==> config.mk <==
export PLATFORM = sky130hd
export DESIGN_NAME = bounded_unique_set_store_unit
export DESIGN_NICKNAME = d
export VERILOG_FILES = /design/src/rtl/buss_pkg.sv /design/src/rtl/buss_cell.sv /design/src/rtl/bounded_unique_set_store_unit.sv
export SDC_FILE = /design/constraint.sdc
export NUM_CORES = 1
export LEC_CHECK = 0
export BUFFER_PORTS_ARGS = -buffer_cell sky130_fd_sc_hd__buf_4
export CORE_UTILIZATION = 55
export CTS_CLUSTER_DIAMETER = 100
export DETAILED_ROUTE_END_ITERATION = 7
export PLACE_DENSITY = 0.73
export REMOVE_ABC_BUFFERS = 1
export SETUP_SLACK_MARGIN = 0.5
export SLEW_MARGIN = 20
export SYNTH_ARGS = -nofsm -noshare
export SYNTH_HDL_FRONTEND = slang
export SYNTH_SLANG_ARGS = --single-unit
export TNS_END_PERCENT = 50
==> constraint.sdc <==
create_clock -name clock -period 7.6 [get_ports clock]
set_input_delay 1.14 -clock clock [delete_from_list [all_inputs] [get_ports clock]]
set_output_delay 1.14 -clock clock [all_outputs]
set_load 0.02 [all_outputs]
==> src/rtl/buss_pkg.sv <==
// shared types and constants of the bounded unique set store unit
// no dependencies; imported by every module of the block
package buss_pkg;

   localparam int DATA_W      = 32;
   localparam int IDX_W       = 5;
   localparam int CAP_W       = 5;
   localparam int CMD_W       = 2;
   localparam int ST_W        = 2;
   localparam int REQ_TDATA_W = 40;
   localparam int RSP_TDATA_W = 40;

   localparam logic [CAP_W-1:0]  CAP_RESET = 5'd5;
   localparam logic [DATA_W-1:0] BAD_VALUE = 32'hFFFF_FFFF;

   // command codes
   localparam logic [CMD_W-1:0] CMD_ADD    = 2'd0;
   localparam logic [CMD_W-1:0] CMD_REMOVE = 2'd1;
   localparam logic [CMD_W-1:0] CMD_FIND   = 2'd2;
   localparam logic [CMD_W-1:0] CMD_GET    = 2'd3;

   // status codes
   localparam logic [ST_W-1:0] ST_OK        = 2'd0;
   localparam logic [ST_W-1:0] ST_FULL      = 2'd1;
   localparam logic [ST_W-1:0] ST_ABSENT    = 2'd2;
   localparam logic [ST_W-1:0] ST_BAD_INDEX = 2'd3;

   // per-cell update control
   typedef struct packed {
      logic load;   // take the incoming value (append here)
      logic shift;  // take the upper neighbor's value (compaction)
   } cell_ctrl_type;

endpackage

==> src/rtl/buss_cell.sv <==
// one storage cell of the set: holds an entry, compares it, shifts down on remove
// depends on buss_pkg
module buss_cell (
   input  logic                                   clock,
   input  buss_pkg::cell_ctrl_type                ctrl,
   input  logic                                   valid,
   input  logic signed [buss_pkg::DATA_W-1:0]     item_value,
   input  logic signed [buss_pkg::DATA_W-1:0]     upper_value,
   output logic signed [buss_pkg::DATA_W-1:0]     value_out,
   output logic                                   match
);
   import buss_pkg::*;

   logic signed [DATA_W-1:0] value_ff;
   logic signed [DATA_W-1:0] value_in;

   // next entry: append wins, then compaction
   always_comb begin
      priority if (ctrl.load) begin
         value_in = item_value;
      end else if (ctrl.shift) begin
         value_in = upper_value;
      end else begin
         value_in = value_ff;
      end
   end

   // entry register, payload only
   always_ff @(posedge clock) begin
      value_ff <= value_in;
   end

   // compare only while the entry is in use
   assign match     = valid && (value_ff == item_value);
   assign value_out = value_ff;

endmodule

==> src/rtl/bounded_unique_set_store_unit.sv <==
// top level of the bounded unique set store: a row of buss_cell cells plus count
// and response register; depends on buss_pkg and buss_cell
//
//  channel | dir | handshake              | payload
//  req     | in  | req_tvalid/req_tready  | tuser cmd, tdata item_value, slot_index
//  rsp     | out | rsp_tvalid/rsp_tready  | tdata present, element_out, count, status
//  csr     | in  | csr_wr_en              | csr_wr_data capacity_limit
//
// all cells compare at once and a remove shifts the later cells down by one in
// the same cycle; the result sits in a register and shows the cycle after the
// transfer. the cell compare, the hit prefix over DEPTH cells and the count
// update set the clock path. reset clears the count and loads capacity 5;
// entries are left as they are. req_tready drops only while a result is held
// and rsp_tready is low.
module bounded_unique_set_store_unit #(
   parameter int DEPTH = 16
) (
   input  logic                                 clock,
   input  logic                                 reset,
   // request
   input  logic                                 req_tvalid,
   output logic                                 req_tready,
   input  logic [buss_pkg::REQ_TDATA_W-1:0]     req_tdata,  // item_value[31:0], slot_index[36:32], zero pad
   input  logic [buss_pkg::CMD_W-1:0]           req_tuser,  // cmd[1:0]
   // response
   output logic                                 rsp_tvalid,
   input  logic                                 rsp_tready,
   output logic [buss_pkg::RSP_TDATA_W-1:0]     rsp_tdata,  // present[0], element_out[32:1],
                                                            // entry_count[37:33], status[39:38]
   // configuration
   input  logic                                 csr_wr_en,
   input  logic [buss_pkg::CAP_W-1:0]           csr_wr_data
);
   import buss_pkg::*;

   localparam int CW = $clog2(DEPTH + 1);
   localparam int IW = (DEPTH > 1) ? $clog2(DEPTH) : 1;
   localparam int LG = $clog2(DEPTH);
   localparam int WW = CW + IDX_W;
   localparam logic [CW-1:0] DEPTH_C = CW'(DEPTH);

   logic [CW-1:0]            count_ff, count_in;
   logic [CAP_W-1:0]         capacity_ff;
   logic                     rsp_valid_ff;
   logic [RSP_TDATA_W-1:0]   rsp_data_ff, rsp_data_in;

   logic                     accept;
   logic signed [DATA_W-1:0] item_value;
   logic [IDX_W-1:0]         slot_index;
   logic [IW-1:0]            read_sel;

   logic signed [DATA_W-1:0] cell_value [DEPTH];
   logic [DEPTH-1:0]         cell_valid;
   logic [DEPTH-1:0]         cell_hit;
   logic [DEPTH-1:0]         slot_free;
   logic [DEPTH-1:0]         load_vec, shift_vec;
   logic [DEPTH-1:0]         hit_prefix [LG+1];
   cell_ctrl_type            cell_ctrl [DEPTH];

   logic                     hit, full, in_range;
   logic                     present;
   logic signed [DATA_W-1:0] element;
   logic [ST_W-1:0]          status;

   // request fields
   assign accept     = req_tvalid && req_tready;
   assign item_value = req_tdata[DATA_W-1:0];
   assign slot_index = req_tdata[DATA_W+IDX_W-1:DATA_W];
   assign read_sel   = IW'(slot_index);
   assign req_tready = !rsp_valid_ff || rsp_tready;

   // per-cell occupancy and append slot
   always_comb begin
      for (int i = 0; i < DEPTH; i++) begin
         cell_valid[i] = CW'(i) < count_ff;
         slot_free[i]  = CW'(i) == count_ff;
      end
   end

   // cell row; the top cell feeds itself
   for (genvar g = 0; g < DEPTH; g++) begin : g_cell
      logic signed [DATA_W-1:0] upper;
      if (g == DEPTH - 1) begin : g_top
         assign upper = cell_value[g];
      end else begin : g_mid
         assign upper = cell_value[g+1];
      end
      assign cell_ctrl[g].load  = load_vec[g];
      assign cell_ctrl[g].shift = shift_vec[g];
      buss_cell u_cell (
         .clock       (clock),
         .ctrl        (cell_ctrl[g]),
         .valid       (cell_valid[g]),
         .item_value  (item_value),
         .upper_value (upper),
         .value_out   (cell_value[g]),
         .match       (cell_hit[g])
      );
   end

   // cells at or above the hit position, log-depth prefix or
   always_comb begin
      hit_prefix[0] = cell_hit;
      for (int l = 0; l < LG; l++) begin
         hit_prefix[l+1] = hit_prefix[l] | (hit_prefix[l] << (1 << l));
      end
   end

   assign hit      = |cell_hit;
   assign full     = (WW'(count_ff) >= WW'(capacity_ff)) || (count_ff == DEPTH_C);
   assign in_range = WW'(slot_index) < WW'(count_ff);

   // command decode
   always_comb begin
      count_in  = count_ff;
      present   = 1'b0;
      element   = '0;
      status    = ST_OK;
      load_vec  = '0;
      shift_vec = '0;
      unique case (req_tuser)
         CMD_ADD: begin
            present = hit;
            if (full) begin
               status = ST_FULL;
            end else if (!hit) begin
               load_vec = accept ? slot_free : '0;
               count_in = count_ff + 1'b1;
            end
         end
         CMD_REMOVE: begin
            present = hit;
            if (hit) begin
               shift_vec = accept ? hit_prefix[LG] : '0;
               count_in  = count_ff - 1'b1;
            end else begin
               status = ST_ABSENT;
            end
         end
         CMD_FIND: begin
            present = hit;
         end
         CMD_GET: begin
            if (in_range) begin
               element = cell_value[read_sel];
            end else begin
               element = BAD_VALUE;
               status  = ST_BAD_INDEX;
            end
         end
         default: begin
            status = ST_OK;
         end
      endcase
      rsp_data_in = {status, 5'(count_in), element, present};
   end

   // count and capacity
   always_ff @(posedge clock) begin
      if (reset) begin
         count_ff    <= '0;
         capacity_ff <= CAP_RESET;
      end else begin
         if (accept) begin
            count_ff <= count_in;
         end
         if (csr_wr_en) begin
            capacity_ff <= csr_wr_data;
         end
      end
   end

   // response register
   always_ff @(posedge clock) begin
      if (reset) begin
         rsp_valid_ff <= 1'b0;
      end else if (accept) begin
         rsp_valid_ff <= 1'b1;
      end else if (rsp_tready) begin
         rsp_valid_ff <= 1'b0;
      end
   end

   always_ff @(posedge clock) begin
      if (accept) begin
         rsp_data_ff <= rsp_data_in;
      end
   end

   assign rsp_tvalid = rsp_valid_ff;
   assign rsp_tdata  = rsp_data_ff;

endmodule

==> reports/qor.yml <==
crit_fanout: 33
clk_path_buf_depth: 3
max_stage_delay_ps: 980
io_pins: 94
async_reset_ff_frac: 0
cts_tree: "done"
crit_type: "reg2reg"
crit_slowest_cell: "and3_2"
slew_violations: 0
p_total_mw: 7.29
insertion_delay_ps: 610
clk_pin_slew_ps: 60
skew_ps: 17.9
tightest_slew_ps: 1110
relSlewSlack: 0.258
p_leak_nw: 12.4
antenna_left: 0
chipHeight_um: 253
worst_ep_arrival_time_ps: 5850
syn_inst: 2401
root_buffer: "clkbuf_16"
initialDrtViolationCount: 2392
yosys-top-cells-area: "edfxtp_1 (48%), mux2_2 (13%), mux4_2 (10%)"
cts_htree_levels: 3
syn_to_final_growth_pct: 7.87
reg2reg_slack_ps: 1990
wl_mm: 102
required_ps: 7840
ys_seq_area_frac: 0.483
gr-usage-all-layers: 0.323
grt_pass1_wl_mm: 148
start_util: 0.560
core_area_um2: 62100
synth_cell_type_count: 62
path_cells: "nor3_1, a21oi_1, nand3_1, nand4_1, nor4_1, and4b_1, and3_2, a21o_1, buf_4"
hold_viol: 0
finalCritPeriodShare: 0.738
holdWs_ps: 488
syn_area_um2: 34800
synth_edf_count: 552
place_congestion: 0.932
drc: 0
endpoint_kind: "flip-flop"
clock_sinks: 563
numCtsBuffers: 66
firstDrtPassIters: 7
grt_pass1_vias: 21400
vias: 21200
cts_hold_buf: 0
drv_cap: 0
num-nets-final: 2428
crit_buf_inv: 1
final_cells: 3247
dp_cells: 3131
drive_gt1_frac: 0.365
synth_seq_cells: 563
status: "finished, final reports clean"
port_buffers: 90
dp_hpwl_mm: 74.2
synth_warnings: 0
synth_top_area_cell: "edfxtp_1"
powerDensity_nw_per_um2: 194
avgSynthCellArea_um2: 14.5
finalSetupViolations: 0
period_needed_ps: 5610
grt_start_max_net_pins: 88
rows: 91
synth_top_area_frac: 0.477
cpLargestDelayFamily: "simple AND/OR/NAND/NOR gates"
gr-total-overflow: 0
irDropWorstVdd_mv: 0.188
max_freq_ghz: 0.178
grt_setup_unrepaired: "false"
hold_path.class: "reg2reg"
wl_per_cell_um: 31.5
setup_tns_ps: 0
fp.dieW_um: 253
die-area_um2: 64200
via_per_inst: 6.54
yosys_most_used_dff: "edfxtp_1"
cts_setup_buffers: 0
cts-resized-gates: 0
grt_antenna_before_repair: 7
startpoint_type: "flip-flop"
==> logic make-up after synthesis <==
group | after synthesis | synth area share
compound gates | 54 | 0.0104
xor+xnor | 510 | 0.128
fa+ha+maj | 14 | 0.00504
buf+inv | 258 | 0.0458
flops | 563 | 0.483
mux | 649 | 0.268
simple gates | 353 | 0.0593
==> tightest hold or removal path: stages, from the launching register on <==
cell      delay [ps]
dfxtp_1          290
inv_1             60
o211ai_1          80
==> metrics by stage <==
stage | setup slack, ps | util | cell area, um^2
2_1_floorplan | 1940 | - | 33300
3_3_place_gp | 1700 | 0.570 | 35400
3_5_place_dp | 1640 | 0.571 | 35400
4_1_cts | 2200 | 0.604 | 37500
5_1_grt | 1920 | 0.604 | 37500
6_report | 1990 | 0.604 | 37500
==> state kept, by name, indices dropped and copies added (netlist names) <==
signal	cells
count_ff	5
capacity_ff	5
rsp_tvalid	1
g_cell.u_cell.value_out	512
rsp_tdata	40
==> worst paths after layout <==
kind / startpoint / end / cells past startpoint
hold / removal: capacity_ff[2] / capacity_ff[2] / 2
hold reg to reg: capacity_ff[2] / capacity_ff[2] / 2
setup / recovery: count_ff[0] / g_cell[9].u_cell.value_out[3] / 9
setup reg to reg: count_ff[0] / g_cell[9].u_cell.value_out[3] / 9
==> metal layers <==
layer,vias up,GRT usage,wire length (um)
met1,10900,0.416,39300
met2,1076,0.518,48700
met5,-,0,13
li1,9037,-,-
met4,2,0.183,6330
met3,242,0.0530,8030
==> placed cells by master (no fill, tap or decap), types with 21 or more instances in the layout <==
master,n
mux2_2,416
nor4_1,58
nor2_1,28
nand3_1,49
mux2_4,57
edfxtp_1,552
buf_4,125
clkbuf_16,71
clkbuf_1,21
mux4_2,160
nand4_1,83
xnor2_1,314
xor2_1,196
nand2_1,55
==> synth_stat cells, types with 3 or more instances <==
library cell,count
or3_1,4
buf_4,32
nand2b_1,12
mux4_2,160
nand3_1,49
a21oi_1,11
nor2_1,28
nor3_1,19
mux2_4,57
nand4_1,83
mux2i_1,6
or4_1,4
xor2_1,196
nor4_1,58
xnor2_1,314
clkbuf_1,75
mux2_2,416
nor2b_1,4
and3_1,7
edfxtp_1,552
inv_1,21
nand2_1,55
buf_1,12
buf_2,61
o21ai_0,15
dfxtp_1,11
a21o_1,6
and4_1,3
mux2_1,10
nand3_2,9
o211ai_1,3
buf_6,57
ha_1,14
==> layout make-up <==
type | instances | area (um^2)
fillers | 4772 | 24500
clock inverters | 18 | 183
clock buffers | 96 | 1910
diodes | 2 | 5.00
multi-input cells | 1580 | 16500
flip-flops and latches | 563 | 16800
well taps | 837 | 1050
inverters | 21 | 78.8
repair buffers | 130 | 1030
==> where the power goes <==
part	switching, mW	internal (mW)
Sequential	0.0165	3.41
Clock	1.28	1.87
Combinational	0.454	0.262
Total	1.75	5.54
(Power assumes the default switching activity.)
